`src/brs_pkg.sv`:
```
// Shared types and constants for the beat repeat slicer.
// No dependencies; used by brs_fade and beat_repeat_slicer_unit.
`default_nettype none
package brs_pkg;

  localparam int SAMPLE_W = 16;
  localparam int SLICE_W  = 16;

  localparam logic [SLICE_W-1:0] SLICE_LEN_RST = 16'd24000;

  typedef enum logic [1:0] {
    PH_IDLE   = 2'd0,
    PH_RECORD = 2'd1,
    PH_LOOP   = 2'd2
  } phase_t;

  // per-stage advance enables for the gain pipeline
  typedef struct packed {
    logic prod;
    logic quot;
    logic outp;
  } brs_adv_t;

endpackage
`default_nettype wire

```
`src/brs_fade.sv`:
```
// Fade gain stage: sample * k / FADE_LEN, truncated toward zero, over three registers.
// Division by the constant uses a reciprocal multiply and a one-step correction.
// Depends on brs_pkg.
`default_nettype none
module brs_fade #(
  parameter int FADE_LEN = 100,
  localparam int KW = $clog2(FADE_LEN + 1)
) (
  input  wire logic                             clk,
  input  wire brs_pkg::brs_adv_t                adv,
  input  wire logic signed [brs_pkg::SAMPLE_W-1:0] sample_in,
  input  wire logic [KW-1:0]                    k_in,
  output logic signed [brs_pkg::SAMPLE_W-1:0]   sample_out
);

  localparam int SW = brs_pkg::SAMPLE_W;
  localparam int PW = SW + KW + 1;
  localparam int MW = SW + KW;
  localparam logic [MW:0]   RECIP = (MW + 1)'((64'd1 << MW) / FADE_LEN);
  localparam logic [MW-1:0] FQ    = MW'(FADE_LEN);

  logic signed [PW-1:0] prod_c;
  logic signed [PW-1:0] prod_r;
  logic                 neg_c;
  logic [PW-1:0]        abs_c;
  logic [MW-1:0]        mag_c;
  logic [2*MW:0]        rp_c;
  logic [MW-1:0]        q0_c;
  logic [MW-1:0]        q0_r;
  logic [MW-1:0]        mag_r;
  logic                 neg_r;
  logic [MW-1:0]        fq_c;
  logic [MW-1:0]        rem_c;
  logic [MW-1:0]        q_c;
  logic [MW-1:0]        qs_c;
  logic signed [SW-1:0] sample_out_r;

  always_comb begin
    prod_c = sample_in * $signed({1'b0, k_in});
  end

  always_comb begin
    neg_c = prod_r[PW-1];
    abs_c = neg_c ? (~prod_r + 1'b1) : prod_r;
    mag_c = abs_c[MW-1:0];
    rp_c  = mag_c * RECIP;
    q0_c  = rp_c[2*MW-1:MW];
  end

  // q0 is the true quotient or one below it
  always_comb begin
    fq_c  = q0_r * FQ;
    rem_c = mag_r - fq_c;
    q_c   = (rem_c >= FQ) ? (q0_r + 1'b1) : q0_r;
    qs_c  = neg_r ? (~q_c + 1'b1) : q_c;
  end

  always_ff @(posedge clk) begin
    if (adv.prod) begin
      prod_r <= prod_c;
    end
    if (adv.quot) begin
      q0_r  <= q0_c;
      mag_r <= mag_c;
      neg_r <= neg_c;
    end
    if (adv.outp) begin
      sample_out_r <= $signed(qs_c[SW-1:0]);
    end
  end

  assign sample_out = sample_out_r;

endmodule
`default_nettype wire

```
`config.mk`:
```
export PLATFORM = sky130hd
export DESIGN_NAME = brs_fade
export DESIGN_NICKNAME = d
export VERILOG_FILES = /design/src/brs_pkg.sv /design/src/brs_fade.sv
export SDC_FILE = /design/constraint.sdc
export NUM_CORES = 1
export LEC_CHECK = 0
export BUFFER_PORTS_ARGS = -buffer_cell sky130_fd_sc_hd__buf_2
export CORE_MARGIN = 3
export CORE_UTILIZATION = 60
export CTS_BUF_LIST = sky130_fd_sc_hd__clkbuf_4 sky130_fd_sc_hd__clkbuf_8
export CTS_CLUSTER_SIZE = 8
export DETAILED_ROUTE_END_ITERATION = 16
export GPL_TIMING_DRIVEN = 0
export MAX_ROUTING_LAYER = met4
export PLACE_DENSITY = 0.77
export SLEW_MARGIN = 20
export SYNTH_ARGS = -nofsm -noshare
export SYNTH_HDL_FRONTEND = slang
export SYNTH_SLANG_ARGS = --single-unit
```
`constraint.sdc`:
```
create_clock -name clk -period 9.2 [get_ports clk]
set_input_delay 0 -clock clk [delete_from_list [all_inputs] [get_ports clk]]
set_output_delay 0 -clock clk [all_outputs]
set_load 0.05 [all_outputs]
```
==> flow_summary.ini, run 1 <==
[clocking]
cts_tree = built
cts_root_buf = clkbuf_8
cts-htree-levels = 3
cts_sinks = 79
clk_latency_ns = 0.38
clockBufferDepth = 2
clkTransAtPathRegs_ns = 0.08
cts_made_buffers = 9

[die]
die_h_um = 175
core-area_um2 = 28000
start_util_pct = 61.2
ios = 43
die_area_um2 = 30600
rows = 61
fp.dieW_um = 175

[grt]
grt_max_degree = 40
antenna_found_initial = 0
grt_pass1_vias = 12668
grt_first_pass_wirelength_mm = 58.7
grt_use_total_pct = 24.2
grt_overflow = 0

[placement]
pre_cts_ws_ns = -0.195
portBuffers = 42
gp_congestion = 0.923
hpwlAfterDp_mm = 29.8

[timing]
hold_violations = 0
finClkSkew_ns = 0.0252
timing.fmax_mhz = 113
timing.slew.headroom_pct = 28.6
slew_viol_final = 0
tightest_slew_ns = 1.06
period_share_pct = 96.5
worst_slack_ns = 0.318
fin_crit_ns = 8.88
finalSetupViolCount = 0

[hold_path]
hp-class = in2reg
holdPathEnd = prod_r[0]$_DFFE_PP_
min_path_cells = 2
min_from = sample_in[0]

[routing]
drt_wl_total_mm = 34.1
dr_total_vias = 11837
dr.first_iter.drc_count = 569
wire_per_inst_um = 15.9
antenna_left = 0
drc = 0
avgViaCountPerCell = 5.53
first_pass_iters = 5

[logic_synthesis]
synth_warnings = 0
synth_top_cell_by_area = fa_1
syn-cell-area_um2 = 17200
synthTopCellsByArea = fa_1, ha_1, edfxtp_1
synthFlopType = edfxtp_1
synth_edf_count = 79
synth_nets = 2289
synth_most_common_cell = inv_1
yosys.area.top_type_share_pct = 29.6
synthTopCellsByCount = inv_1, ha_1, fa_1, and2_1, nand2_1
avgSynthCellArea_um2 = 10.1
ys_seq_area_share_pct = 13.8
yosysUniqueCellTypes = 82
ys_ff_latch = 79
syn-instance-count = 1703
synth-async-reset-ratio_pct = 0

[layout]
area_delta_synth_final_pct = 5.86
antennaDiodeCount = 0
nNetsFinal = 2345
drive_gt1_share_pct = 6.35

[setup_path]
required_ns = 9.33
crit_arrival_ns = 9.01
r2r_cells = 27
critPathCaptureType = register
r2r_end = q0_r[16]$_DFFE_PP_
path_max_fanout = 6
rr_startpoint = prod_r[5]$_DFFE_PP_
path_class = reg2reg
r2r_slack_ns = 0.32
start_kind = register

[status]
outcome = finished, final reports clean

[job]
maxCapViolCount = 0
==> cell families after synthesis <==
| group | share of synthesized area (%) |
|---|---|
| AO/OA/AOI/OAI | 8.84 |
| XOR/XNOR | 5.71 |
| adder cells (fa/ha/maj) | 51.9 |
| buffers and inverters | 8.70 |
| flip-flops | 13.8 |
| multiplexers | 0.365 |
| AND/OR/NAND/NOR | 10.7 |
==> layout by cell type, fill, tap and decap left out, types with 12 or more instances in the layout <==
cell        n
xor2_1     27
ha_1      305
o21ai_0    37
nand3_1    14
fa_1      254
inv_1     375
nor3_1     23
a21o_1     25
xnor2_2    12
xnor2_1    69
edfxtp_1   79
and2_1     93
clkbuf_1   16
nor2_1     51
a21oi_1    51
nand4_1    12
nand2_1    82
buf_2      44
==> worst max-delay path: stages, from the launching register on <==
cell and delay [ns]:
edfxtp_1 0.45, or4_1 0.64, nor4_2 0.20, nor2b_1 0.22
nand2b_1 0.13, or4_1 0.52, o21ai_0 0.24, xnor2_1 0.38
ha_1 0.37, fa_1 0.57, fa_1 0.45, fa_1 0.50
inv_1 0.07, fa_1 0.53, inv_1 0.06, fa_1 0.48
ha_1 0.31, nand3_1 0.10, or3_1 0.35, o21ai_1 0.37
a2111o_1 0.29, a31oi_4 0.14, a31oi_1 0.35, a21o_1 0.22
a41oi_2 0.16, a21oi_1 0.26, a21oi_1 0.13, xnor2_1 0.14
==> per-layer routing <==
layer,wire length (um),GRT usage [%],vias up,share of wire [%]
li1,-,-,5698,-
met1,14600,29.1,5886,43
met2,17700,43.4,206,52
met3,950,2.41,47,2.8
met4,737,6.52,0,2.2
met5,0,-,-,0
==> registers in the layout, summed over array words and instances, names as in the netlist <==
signal and flops:
prod_r 24, mag_r 21, q0_r 17, sample_out 16, neg_r 1
==> cell type report <==
| type | instances | area, um2 |
|---|---|---|
| Timing Repair Buffer | 45 | 235 |
| Tap cell | 378 | 473 |
| Fill cell | 2243 | 9860 |
| Clock buffer | 9 | 124 |
| Buffer | 20 | 85.1 |
| Sequential cell | 79 | 2370 |
| Inverter | 375 | 1410 |
| Clock inverter | 6 | 46.3 |
| Multi-Input combinational cell | 1229 | 13400 |
==> what timing repair did <==
| action | CTS | global route |
|---|---|---|
| endpoints found under the setup margin | 4 | 6 |
| gates resized for setup | 2 | 9 |
| hold buffers | 1 | 0 |
| endpoints found under the hold margin | 1 | 0 |
| setup buffers | 0 | 2 |
| pin swaps | 0 | 1 |
| gates cloned | 0 | 0 |
==> stage by stage <==
| stage | utilization [%] | hold slack, ns | area, um2 | cells | TNS (ns) |
|---|---|---|---|---|---|
| finish | 64.8 | 0.0327 | 18200 | 2141 | 0 |
| floorplan | - | 0.112 | 17200 | 1703 | 0 |
| global route | 64.8 | 0.0436 | 18200 | 2141 | -0.0171 |
| CTS | 64.5 | 0.00464 | 18100 | 2139 | 0 |
| global placement | 63.7 | 0.407 | 17800 | 2123 | 0 |
| detailed placement | 63.8 | 0.396 | 17900 | 2123 | -0.385 |
==> worst max path at each step <==
stage          slack, ns                start            endpoint
2_1_floorplan       0.98  prod_r[5]$_DFFE_PP_  q0_r[16]$_DFFE_PP_
3_3_place_gp      0.0005  prod_r[5]$_DFFE_PP_  q0_r[16]$_DFFE_PP_
3_5_place_dp       -0.19  prod_r[6]$_DFFE_PP_  q0_r[16]$_DFFE_PP_
4_1_cts             0.03  prod_r[6]$_DFFE_PP_  q0_r[16]$_DFFE_PP_
5_1_grt            -0.02  prod_r[5]$_DFFE_PP_  q0_r[16]$_DFFE_PP_
6_report            0.32  prod_r[5]$_DFFE_PP_  q0_r[16]$_DFFE_PP_
Power of run 1 is left out: the tool's default activity adds up to more than one toggle a clock period on the data nets, which glitch-free logic cannot reach.
==> run 2: changes to the inputs <==
clock period = 8.6 ns   (was 9.2 ns; I/O delays follow)
==> run 2 against run 1 <==
  * Cell count rose by 0.65%
  * Sequential cell count did not move
  * Non-clock buffer count rose by 14
  * Global-route usage rose by 0.21 points
  * Critical path depth did not move
==> flow_summary.ini, run 2 (synthesized netlist as in run 1, its figures left out) <==
[die]
ios = 43
core-area_um2 = 28000
die_area_um2 = 30600
die_h_um = 175
rows = 61
fp.dieW_um = 175
start_util_pct = 61.2

[layout]
mostFrequentLayoutCells = inv_1, ha_1, fa_1
regMostFlops = prod_r
final_common_cell = inv_1
seqCellArea_um2 = 2370
antennaDiodeCount = 0
fillers = 2213
largest_reg_flops = 24
multiInputGateArea_um2 = 13500
finalInstanceArea_um2 = 18400
area_delta_synth_final_pct = 7.11
nNetsFinal = 2359
drive_gt1_share_pct = 8.10
top_regs = prod_r (24), mag_r (21), q0_r (17)

[timing]
hold_violations = 0
tightest_slew_ns = 1.08
timing.fmax_mhz = 120
period_share_pct = 96.5
finalSetupViolCount = 0
finClkSkew_ns = 0.0251
timing.slew.headroom_pct = 27.6
fin_crit_ns = 8.30
slew_viol_final = 0

[hold_path]
hp-class = in2reg

[placement]
place_area_um2 = 17900
gp_congestion = 0.923
hpwlAfterDp_mm = 29.8
portBuffers = 42

[clocking]
cts_root_buf = clkbuf_8
cts_made_buffers = 9
cts_sinks = 79
clk_latency_ns = 0.38
clockBufferDepth = 2
cts-htree-levels = 3
clkTransAtPathRegs_ns = 0.08
cts_tree = built

[routing]
first_pass_iters = 5
wire_per_inst_um = 16.0
drt_wl_total_mm = 34.5
dr.first_iter.drc_count = 573
drc = 0
avgViaCountPerCell = 5.54
antenna_left = 0
dr_total_vias = 11931

[job]
maxCapViolCount = 0

[setup_path]
critPathCaptureType = register
path_max_fanout = 6
required_ns = 8.73
crit_arrival_ns = 8.43
path_class = reg2reg
start_kind = register

[status]
outcome = finished, final reports clean

[grt]
grt_max_degree = 40
grt_overflow = 0
grt_pass1_vias = 12767
antenna_found_initial = 0
grt_first_pass_wirelength_mm = 59.2
grt_use_total_pct = 24.4
## run 2: changes by cell type in the layout (fill, tap and decap cells not counted), sizes merged
cell,change
buf,+13
clkbuf,+1
## run 2: worst max-delay path, stage by stage, from the launching register on
cell      delay (ns)
edfxtp_1        0.40
or4_4           0.59
nor4_4          0.17
nor2b_4         0.19
nand2b_1        0.10
or4_1           0.53
o21ai_0         0.34
xnor2_2         0.25
ha_1            0.33
fa_1            0.57
fa_1            0.45
fa_1            0.50
inv_1           0.07
fa_1            0.53
inv_1           0.06
fa_1            0.48
ha_1            0.31
nand3_1         0.10
or3_1           0.37
o21ai_2         0.25
a2111o_1        0.25
a31oi_4         0.11
a31oi_2         0.28
a21o_1          0.21
a41oi_2         0.16
a21oi_2         0.22
a21oi_2         0.08
xnor2_1         0.13
## run 2: per-stage QoR
step | util [%] | setup WS (ns) | cells | TNS (ns) | hold slack, ns
after floorplan | - | 0.383 | 1703 | 0 | 0.112
after global placement | 63.7 | -0.599 | 2123 | -2.53 | 0.407
after detailed placement | 63.8 | -0.795 | 2123 | -4.03 | 0.396
after CTS | 64.9 | 0.00163 | 2142 | 0 | 0.00464
after global routing | 65.6 | -0.0823 | 2155 | -0.0931 | 0.0425
final | 65.6 | 0.300 | 2155 | 0 | 0.0336
## run 2: path summary, 6_finish.rpt
path / startpoint / end / slack, ns / cells after the start
worst max-delay path: prod_r[5]$_DFFE_PP_ / q0_r[16]$_DFFE_PP_ / 0.30 / 27
worst min-delay path: sample_in[0] / prod_r[0]$_DFFE_PP_ / 0.03 / 2
worst max register to register: prod_r[5]$_DFFE_PP_ / q0_r[16]$_DFFE_PP_ / 0.30 / 27
worst min register to register: prod_r[23]$_DFFE_PP_ / neg_r$_DFFE_PP_ / 0.74 / 0
## run 2: cell type report
class / instances / area share [%]
tap: 378 / 2.57
buffer: 20 / 0.477
clock buffer: 9 / 0.674
sequential: 79 / 12.9
inverter: 375 / 7.66
clock inverter: 6 / 0.252
multi-input combinational: 1229 / 73.6
timing repair buffer: 59 / 1.85
## run 2: repair_timing
item | in CTS | in global routing
buffers inserted | 3 | 13
endpoints found under the setup margin | 9 | 12
endpoints found under the hold margin | 1 | 0
gates resized for setup | 20 | 16
pin swaps | 2 | 7
hold buffers | 1 | 0
## run 2: routing by layer
layer / GRT usage [%] / vias to the layer above / routed length (um) / part of all wire, %
met5: - / - / 0 / 0
met4: 7.45 / 0 / 888 / 2.6
met1: 29.3 / 5920 / 14700 / 42
met2: 43.3 / 240 / 17800 / 52
met3: 2.61 / 49 / 1130 / 3.3
li1: - / 5722 / - / -
Power of run 2 is left out for the same reason.
